**src/design/pebr_ram.sv**
```systemverilog
`timescale 1ns / 1ps
`default_nettype none
module pebr_ram #(
    parameter int WIDTH = 8,
    parameter int DEPTH = 16,
    localparam int AW   = $clog2(DEPTH)
) (
    input  wire logic             clk,
    input  wire logic             we,
    input  wire logic [AW-1:0]    waddr,
    input  wire logic [WIDTH-1:0] wdata,
    input  wire logic [AW-1:0]    raddr,
    output logic      [WIDTH-1:0] rdata
);

    logic [WIDTH-1:0] mem [DEPTH];

    always_ff @(posedge clk)
    begin
        if (we)
        begin
            mem[waddr] <= wdata;
        end
        rdata <= mem[raddr];
    end

endmodule
`default_nettype wire

```
**config.mk**
```make
export PLATFORM = sky130hd
export DESIGN_NAME = pebr_ram
export DESIGN_NICKNAME = d
export VERILOG_FILES = /design/src/design/pebr_ram.sv
export SDC_FILE = /design/constraint.sdc
export NUM_CORES = 1
export LEC_CHECK = 0
export ABC_AREA = 1
export BUFFER_PORTS_ARGS = -buffer_cell sky130_fd_sc_hd__buf_4
export CORE_MARGIN = 2
export CORE_UTILIZATION = 61
export DETAILED_ROUTE_END_ITERATION = 8
export PLACE_DENSITY = 0.81
export SLEW_MARGIN = 20
export SYNTH_ARGS = -nofsm -noshare
export SYNTH_HDL_FRONTEND = slang
export SYNTH_SLANG_ARGS = --single-unit
```
**constraint.sdc**
```tcl
create_clock -name clk -period 1.3 [get_ports clk]
set_input_delay 0.13 -clock clk [delete_from_list [all_inputs] [get_ports clk]]
set_output_delay 0.13 -clock clk [all_outputs]
set_load 0.1 [all_outputs]
```
==> flow_metrics.tcl <==
set metrics [dict create \
    status "completed" \
    remaining_drc_errors 0 \
    path_cells "buf_6" \
    start_util_pct 62.7 \
    pwr-share-seq_pct 48.0 \
    worstPathRequired_ps 1170 \
    final_max_slew_viol_count 0 \
    whs_path_depth 4 \
    nets 623 \
    drt-pass1-iter-count 5 \
    fillers 561 \
    wl_per_cell_um 17.8 \
    p_leak_uw 0.00298 \
    antenna_found_initial 0 \
    grt_usage_pct 27.6 \
    hold_ws_ps 60.4 \
    yosysUniqueCellTypes 12 \
    syn_nets 569 \
    synth_fa_ha_area_share_pct 0 \
    gr-total-overflow 0 \
    port_buffers 25 \
    postCtsSetupBuffers 0 \
    root_buffer "clkbuf_8" \
    path_clk_slew_ps 60 \
    hpwl_um 7810 \
    clock.fmax_mhz 786 \
    muxShareOfSynthArea_pct 0 \
    grt.busiest_layer "met2" \
    grt_pass1_wl_um 20300 \
    fin_tns_setup_ps 0 \
    use_met1_pct 38.6 \
    syn_area_um2 5770 \
    power_switching_uw 2550 \
    report.final.hold_viol_count 0 \
    cts_tree "built" \
    max_cap_viol_count 0 \
    vdd_drop_max_uv 1060 \
    numCtsBuffers 17 \
    end_kind "output pin" \
    min-delay-path-class "input pin to flip-flop" \
    cpMaxStageDelayCell "dfxtp_1" \
    htree_levels 4 \
    synth_xor_area_share_pct 0 \
    internal-power_uw 7720 \
    path_buf_inv 1 \
    syn-instance-count 551 \
    powerDensity_nw_per_um2 1510 \
    worstMarginPinSlew_ps 379 \
    netSwitchingFraction_pct 24.8 \
    yosysSeqAreaShare_pct 69.4 \
    std_cell_rows 35 \
    die_h_um 101 \
    clkPwrFrac_pct 43.4 \
    synth_top_family_by_area "simple AND/OR/NAND/NOR gates" \
    drive_gt1_share_pct 13.4 \
    cp.depth 1 \
    num_io_pins 26 \
    critical_path_class "flip-flop to output pin" \
    die_w_um 101 \
    antennaDiodeCount 0 \
    yosys.area_share.simple_pct 21.0 \
    ys_ff_latch 136 \
    dieArea_um2 10200 \
    fin_skew_ps 6.28 \
    drt_iter0_markers 442 \
    routed_wl_um 13000 \
    final_antenna_net_count 0 \
    clock_latency_ps 520 \
    first_global_vias 3815 \
    syn2layout_area_growth_pct 18.1 \
    clkSinkCount 136 \
    yosys_warnings 0 \
    start_kind "flip-flop" \
    slew-limit-headroom_pct 74.7 \
    worstRegToRegCells 6 \
    synth_compound_area_share_pct 0 \
    grtUsageMet2_pct 42.5 \
    syn_avg_cell_area_um2 10.5 \
    setup_viol 0 \
    met3_usage_pct 6.63 \
    grt_max_degree 52 \
    critPathMaxFanout 1 \
    vias_per_cell 5.54 \
    path_delay_family "flip-flops" \
    clk_path_buf_depth 2 \
    layout_min_cycle_time_ps 1270 \
    vias 4037 \
    place_congestion 0.870 \
    core-area_um2 9200 \
    critical-path-max-stage-delay_ps 370 \
    rsz0062_at_grt "false" \
    cp.arrival_ps 1140 \
    comb_power_share_pct 8.6 \
    min_period_over_period_pct 97.8 \
]
## layout by cell type (no fill, tap or decap)
cell type / count
dlygate4sd3_1: 9
dfxtp_1: 8
inv_2: 2
buf_6: 3
nand3_1: 97
clkbuf_16: 16
inv_6: 6
clkinvlp_4: 4
nand2_1: 173
nand3b_1: 2
nor2_1: 17
buf_4: 44
bufinv_16: 1
buf_12: 3
clkinv_4: 3
clkbuf_1: 1
inv_1: 100
clkbuf_8: 1
edfxtp_1: 128
## per-layer routing
layer | wire, um | share of wire (%) | vias to the layer above
met5 | 0 | 0 | -
met4 | 253 | 2.0 | 0
met3 | 1210 | 9.3 | 25
met2 | 6300 | 49 | 229
met1 | 5200 | 40 | 1901
li1 | - | - | 1882
## cells by family (layout without fill, tap and decap cells)
kind of cell,after synthesis,after routing
and+or+nand+nor,289,289
DFF,136,136
buffers and inverters,126,193
## power by group through the flow
| stage | combinational [uW] | clock (uW) | sequential (uW) |
|---|---|---|---|
| after floorplan | 346 | 0 | 5220 |
| after global placement | 830 | 0 | 5020 |
| after detailed placement | 844 | 0 | 5020 |
| after CTS | 875 | 4470 | 4930 |
| after global routing | 949 | 4660 | 4940 |
| final | 886 | 4460 | 4930 |
## timing repair
action | CTS | global route
setup endpoints to repair | 1 | 2
hold buffers | 9 | 0
hold endpoints to repair | 136 | 0
resized for setup | 1 | 2
cloned | 0 | 0
## registers in the layout, indices dropped and copies added (netlist names)
signal  flops
mem       128
rdata       8
## cells in the mapped netlist
cell type | n | area [um^2]
nand2_1 | 173 | 649
nor2_1 | 17 | 63.8
inv_2 | 2 | 7.51
buf_1 | 1 | 3.75
nand3_1 | 97 | 485
buf_2 | 13 | 65.1
nand3b_1 | 2 | 15.0
buf_6 | 6 | 67.6
edfxtp_1 | 128 | 3840
inv_1 | 100 | 375
dfxtp_1 | 8 | 160
buf_4 | 4 | 30.0
## final timing paths
check	start	end	slack [ps]
max	rdata[1]	rdata[1]	30
min reg2reg	mem[15][7]	rdata[7]	690
max reg2reg	mem[8][5]	rdata[5]	290
min	raddr[2]	rdata[7]	60
## final cells by class
type,count,area [um^2],share of cell area (%)
tap,111,139,2.04
inverter,102,383,5.62
timing repair buffer,59,514,7.55
clock buffer,18,418,6.14
multi-input combinational,289,1210,17.8
sequential,136,4000,58.8
clock inverter,14,139,2.04
## metrics by stage
stage	utilization (%)	std cells	area [um^2]	power (uW)	worst slack (ps)
6_report	74.1	729	6810	10300	28.3
5_1_grt	74.1	729	6810	10500	5.85
4_1_cts	74.0	729	6800	10300	0.344
3_5_place_dp	66.9	688	6150	5870	135
3_3_place_gp	66.9	688	6150	5850	147
2_1_floorplan	-	551	5770	5570	219
Power figures use the tool's default switching activity.
