===== src/design/pebr_pkg.sv =====
`timescale 1ns / 1ps
`default_nettype none
package pebr_pkg;

    localparam int DETECTOR_COUNT_DEF = 128;
    localparam int SUM_WIDTH_DEF      = 24;
    localparam int SAMPLE_WIDTH_DEF   = 14;

    localparam int FL_W       = 12;
    localparam int MASK_W     = 64;
    localparam int CFG_IDX_W  = 2;
    localparam int CFG_DATA_W = 64;
    localparam int DET_ID_W   = 7;
    localparam int PZ_W       = 16;
    localparam int GAIN_W     = 20;
    localparam int OFF_W      = 20;
    localparam int AVG_W      = 24;
    localparam int OUT_W      = 24;

    // shared divider: signed numerator / signed divisor widths
    localparam int DIV_NW = 64;
    localparam int DIV_DW = 40;

    localparam logic [FL_W-1:0]   FL_RESET = 12'd400;
    localparam logic [PZ_W-1:0]   PZ_ONE   = 16'd32768;
    localparam logic [GAIN_W-1:0] GAIN_ONE = 20'd65536;
    localparam logic [OFF_W-1:0]  OFF_ZERO = '0;

    localparam int PZ_FRAC   = 15;
    localparam int BASE_FRAC = 8;
    localparam int GAIN_FRAC = 16;
    localparam int GAIN_HALF = 32768;
    localparam int EU_SHIFT  = 19;

    localparam int BASE1_LIMIT     = 40000 * 256;
    localparam int SUM_DIFF_MIN    = 200;
    localparam int RATIO_B1        = 20;
    localparam int RATIO_B2_LO     = 19;
    localparam int RATIO_B2_HI     = 21;
    localparam int AVG_KEEP        = 99;
    localparam int AVG_DIV         = 100;
    localparam int ENERGY_DISABLED = -16;

    // running average: round((99*avg + base1) / 100) by reciprocal multiply,
    // exact for any 32-bit dividend
    localparam int              AVG_HALF        = AVG_DIV / 2;
    localparam int              AVG_Y_W         = 32;
    localparam logic [AVG_Y_W-1:0] AVG_RECIP    = 32'd1374389535;
    localparam int              AVG_RECIP_SHIFT = 37;

    localparam logic ACT_LOAD = 1'b1;

    typedef enum logic [CFG_IDX_W-1:0] {
        CFG_FILTER_LENGTH = 2'd0,
        CFG_MASK_LOW      = 2'd1,
        CFG_MASK_HIGH     = 2'd2
    } pebr_cfg_t;

    typedef enum logic [3:0] {
        S_IDLE,
        S_PREP,
        S_MUL,
        S_DIV_GO,
        S_DIV_WAIT,
        S_CHECK,
        S_AVG_SUM,
        S_AVG_MUL,
        S_EMUL1,
        S_EMUL2,
        S_GAIN,
        S_GMUL,
        S_FIN,
        S_OUT
    } pebr_state_t;

    typedef enum logic [1:0] {
        DIV_B1,
        DIV_B2,
        DIV_EU
    } pebr_div_op_t;

    // saturate a wide signed value into the 24-bit result range
    function automatic logic signed [OUT_W-1:0] sat_out(input logic signed [DIV_NW:0] v);
        logic signed [DIV_NW:0] hi;
        logic signed [DIV_NW:0] lo;
        hi = (DIV_NW+1)'((2 ** (OUT_W - 1)) - 1);
        lo = -(DIV_NW+1)'(2 ** (OUT_W - 1));
        if (v > hi) begin
            sat_out = hi[OUT_W-1:0];
        end
        else if (v < lo) begin
            sat_out = lo[OUT_W-1:0];
        end
        else begin
            sat_out = v[OUT_W-1:0];
        end
    endfunction

endpackage
`default_nettype wire


===== src/design/pebr_div.sv =====
`timescale 1ns / 1ps
`default_nettype none
module pebr_div #(
    parameter int NW = pebr_pkg::DIV_NW,
    parameter int DW = pebr_pkg::DIV_DW
) (
    input  wire logic                 clk,
    input  wire logic                 rst_n,
    input  wire logic                 start,
    input  wire logic signed [NW-1:0] num,
    input  wire logic signed [DW-1:0] den,
    output logic                      done,
    output logic signed [NW:0]        quo
);

    // restoring divide, one quotient bit per cycle, round half away from zero
    localparam int CW = $clog2(NW);

    logic          busy_reg;
    logic          done_reg;
    logic [CW-1:0] cnt_reg;
    logic          neg_reg;
    logic [DW-1:0] rem_reg;
    logic [DW-1:0] den_reg;
    logic [NW-1:0] dvd_reg;

    logic [NW-1:0] num_mag;
    logic [DW-1:0] den_mag;
    logic [DW:0]   trial;
    logic          fits;
    logic [NW:0]   quo_mag;

    assign num_mag = num[NW-1] ? NW'(-num) : NW'(num);
    assign den_mag = den[DW-1] ? DW'(-den) : DW'(den);
    assign trial   = {rem_reg, dvd_reg[NW-1]};
    assign fits    = trial >= {1'b0, den_reg};
    assign quo_mag = {1'b0, dvd_reg};
    assign quo     = neg_reg ? -$signed(quo_mag) : $signed(quo_mag);
    assign done    = done_reg;

    always_ff @(posedge clk or negedge rst_n)
    begin
        if (!rst_n)
        begin
            busy_reg <= 1'b0;
            done_reg <= 1'b0;
            cnt_reg  <= '0;
        end
        else if (start)
        begin
            busy_reg <= 1'b1;
            done_reg <= 1'b0;
            cnt_reg  <= CW'(NW - 1);
        end
        else if (busy_reg)
        begin
            cnt_reg <= cnt_reg - 1'b1;
            if (cnt_reg == '0)
            begin
                busy_reg <= 1'b0;
                done_reg <= 1'b1;
            end
        end
        else
        begin
            done_reg <= 1'b0;
        end
    end

    always_ff @(posedge clk)
    begin
        if (start)
        begin
            rem_reg <= '0;
            den_reg <= den_mag;
            neg_reg <= num[NW-1] ^ den[DW-1];
            dvd_reg <= num_mag + NW'(den_mag >> 1);
        end
        else if (busy_reg)
        begin
            rem_reg <= fits ? DW'(trial - {1'b0, den_reg}) : trial[DW-1:0];
            dvd_reg <= {dvd_reg[NW-2:0], fits};
        end
    end

endmodule
`default_nettype wire


===== config.mk =====
export PLATFORM = sky130hd
export DESIGN_NAME = pebr_div
export DESIGN_NICKNAME = d
export VERILOG_FILES = /design/src/design/pebr_pkg.sv /design/src/design/pebr_div.sv
export SDC_FILE = /design/constraint.sdc
export NUM_CORES = 1
export LEC_CHECK = 0
export ABC_AREA = 1
export BUFFER_PORTS_ARGS = -buffer_cell sky130_fd_sc_hd__buf_4
export CELL_PAD_IN_SITES_DETAIL_PLACEMENT = 0
export CELL_PAD_IN_SITES_GLOBAL_PLACEMENT = 1
export CORE_MARGIN = 5
export CORE_UTILIZATION = 39
export CTS_CLUSTER_DIAMETER = 200
export CTS_CLUSTER_SIZE = 30
export DETAILED_ROUTE_END_ITERATION = 16
export PLACE_DENSITY_LB_ADDON = 0.12
export SKIP_LAST_GASP = 1
export SLEW_MARGIN = 20
export SYNTH_ARGS = -nofsm -noshare
export SYNTH_HDL_FRONTEND = slang
export SYNTH_SLANG_ARGS = --single-unit
export TNS_END_PERCENT = 5

===== constraint.sdc =====
create_clock -name clk -period 3.1 [get_ports clk]
set_clock_uncertainty 0.15 [all_clocks]
set_input_delay 0.31 -clock clk [delete_from_list [all_inputs] [get_ports clk]]
set_output_delay 0.31 -clock clk [all_outputs]
set_load 0.1 [all_outputs]

==> impl_metrics.json <==
{
  "hold_viol": 0,
  "dpl.hpwl_um": 61000,
  "violations": "setup timing",
  "worst-setup-path-type": "reg2out",
  "slew_violations": 0,
  "grt_util_all_layers_pct": 28.1,
  "path_buf_inv": 1,
  "drv_cap": 0,
  "worst_hold_slack_ns": 0.0205,
  "peakVddDrop_mv": 0.633,
  "p_leak_nw": 12.4,
  "worst_path_max_delay_cell": "edfxtp_1",
  "setup_ws_ns": -0.584,
  "path_cells": "nor2_1, nand4_1, nor4_4, nand2_2, nor2_2, nand3_1, nand2_1, o21ai_1, a21oi_2, o21ai_2, nor2_1, xnor2_1, buf_4",
  "cts_tree": "done",
  "ios": 173,
  "fillCellCount": 4414,
  "tightestPinTransition_ns": 1.06,
  "synth_seq_area_share_pct": 23.8,
  "wl_per_cell_um": 17.5,
  "syn-cell-area_um2": 17400,
  "clockBufferDepth": 2,
  "grt_pass1_vias": 20300,
  "nNetsFinal": 3673,
  "critPathCaptureType": "primary output",
  "initial_core_util_pct": 39.5,
  "die_h_um": 222,
  "syn_inst": 2759,
  "finalCritPeriodShare_pct": 119,
  "drcViolationCount": 0,
  "largest_reg_flops": 64,
  "num_rows": 77,
  "path_clk_slew_ns": 0.07,
  "core_um2": 44200,
  "r2r-start": "dvd_reg[63]",
  "layout-drive-gt1-share_pct": 28.6,
  "fin_crit_ns": 3.68,
  "yosysTopAreaCell": "edfxtp_1",
  "syn_avg_cell_area_um2": 6.32,
  "synth_top_area_share_pct": 18.1,
  "synth_top_flop_cell": "edfxtp_1",
  "cts_sinks": 153,
  "wl_um": 71400,
  "root_buffer": "clkbuf_16",
  "required_ns": 2.64,
  "crit_fanout": 5,
  "insertedDiodeCount": 0,
  "outcome": "finished, violations left",
  "antenna_found_initial": 2,
  "yosysWarnings": 0,
  "pre_cts_ws_ns": -0.846,
  "drt_iter0_drc": 1836,
  "grt_max_degree": 88,
  "firstDrtPassIters": 6,
  "cp-startpoint": "dvd_reg[0]",
  "synthArstFlopShare_pct": 5.23,
  "port-buffer-count": 172,
  "ys_ff_latch": 153,
  "cpMostUsedCell": "nor2_1",
  "p_per_area_nw_per_um2": 573,
  "cts-buffers-inserted": 17,
  "syn_to_final_growth_pct": 42.0,
  "hp-start": "start",
  "ant_nets": 0,
  "rsz0062_at_grt": "true",
  "yosys-top-cells-area": "edfxtp_1 18%, nand2_1 16%, inv_1 7.3%",
  "syn_nets": 2946,
  "tns_ns": -34.21,
  "htreeDepth": 4,
  "startpoint_type": "flop",
  "place_congestion": 0.961,
  "clock_latency_ns": 0.45,
  "arrival_ns": 3.22,
  "grt_overflow_total": 0,
  "slew_headroom_pct": 29.1,
  "hold_path_class": "in2reg",
  "synth_cell_types": 59,
  "max_stage_delay_ns": 0.47,
  "fp.dieArea_um2": 49100,
  "via_count": 20700,
  "synth_edf_count": 105,
  "setup_viol_count_final": 122,
  "vias_per_cell": 5.07,
  "grt_pass1_wl_um": 110000,
  "cp_top_family": "simple AND/OR/NAND/NOR gates",
  "die_w_um": 222,
  "fmax_mhz": 271
}
## synth_stat cells (17+ instances only)
cell and count:
dfxtp_1 40, edfxtp_1 105, nand2_2 29, o21ai_0 159, ha_1 78, nand4_1 50, nand3_1 214, nor2_2 31
xnor2_1 55, nor2_1 318, a21oi_1 156, xor2_1 126, clkbuf_1 35, nor3_1 39, nand2_1 742, nor4_1 17
inv_1 338, inv_2 28
## timing repair
action | CTS | global route
hold endpoints to repair | 9 | 0
setup buffers | 8 | 3
endpoints found under the setup margin | 114 | 138
gates resized for setup | 30 | 28
hold buffers | 2 | 0
pin swaps | 5 | 1
## path summary, 6_finish.rpt
path | to | slack [ns] | cells past startpoint
worst max register to register | rem_reg[22] | -0.51 | 16
worst min-delay path | den_reg[24] | 0.02 | 1
worst min register to register | rem_reg[12] | 0.32 | 2
worst max-delay path | quo[53] | -0.58 | 13
max in group asynchronous | done | 2.57 | 2
min in group asynchronous | cnt_reg[0] | 0.10 | 2
## where the power goes
part,total (mW),switching (mW),leakage [nW],internal (mW)
combinational,8.97,5.89,10.6,3.09
clock,2.14,1.05,0.293,1.09
sequential,3.10,0.410,1.51,2.69
total,14.2,7.35,12.4,6.87
## cell families after synthesis
kind of cell,after synthesis,share of synthesized area [%]
adder cells (fa/ha/maj),80,5.82
buffers and inverters,421,9.18
AO/OA/AOI/OAI,397,12.4
XOR/XNOR,182,9.18
AND/OR/NAND/NOR,1526,39.6
flip-flops,153,23.8
## final cells by class
class | count | area, µm² | share of cell area [%]
Multi-Input combinational cell | 2185 | 12000 | 48.6
Sequential cell | 153 | 4150 | 16.8
Timing Repair Buffer | 761 | 5880 | 23.7
Clock buffer | 17 | 425 | 1.72
Tap cell | 592 | 741 | 2.99
Inverter | 368 | 1380 | 5.57
Clock inverter | 15 | 169 | 0.682
## cell usage in the layout (no fill, tap or decap), types with 53 or more instances in the layout
cell type | Yosys | final
xor2_1 | 126 | 111
nand2_1 | 742 | 734
edfxtp_1 | 105 | 105
nor2_1 | 318 | 315
inv_1 | 338 | 335
o21ai_0 | 159 | 152
nand3_1 | 214 | 209
buf_4 | 1 | 742
ha_1 | 78 | 77
xnor2_1 | 55 | 53
a21oi_1 | 156 | 150
## per-stage QoR
step | util, % | std cells | area (µm²) | total power [mW]
final | 56.0 | 4091 | 24800 | 14.2
after global routing | 56.0 | 4091 | 24800 | 15.1
after CTS | 55.7 | 4088 | 24600 | 14.1
after detailed placement | 53.9 | 4046 | 23800 | 11.8
after global placement | 53.9 | 4046 | 23800 | 11.8
after floorplan | - | 2759 | 17700 | 8.75
## routing by layer
metal | track usage, % | wire, µm
met3 | 2.28 | 3410
met5 | 0 | 0
met4 | 6.92 | 1640
met1 | 40.3 | 34000
met2 | 46.2 | 32300
No activity file was read; power rests on OpenSTA's default activity.
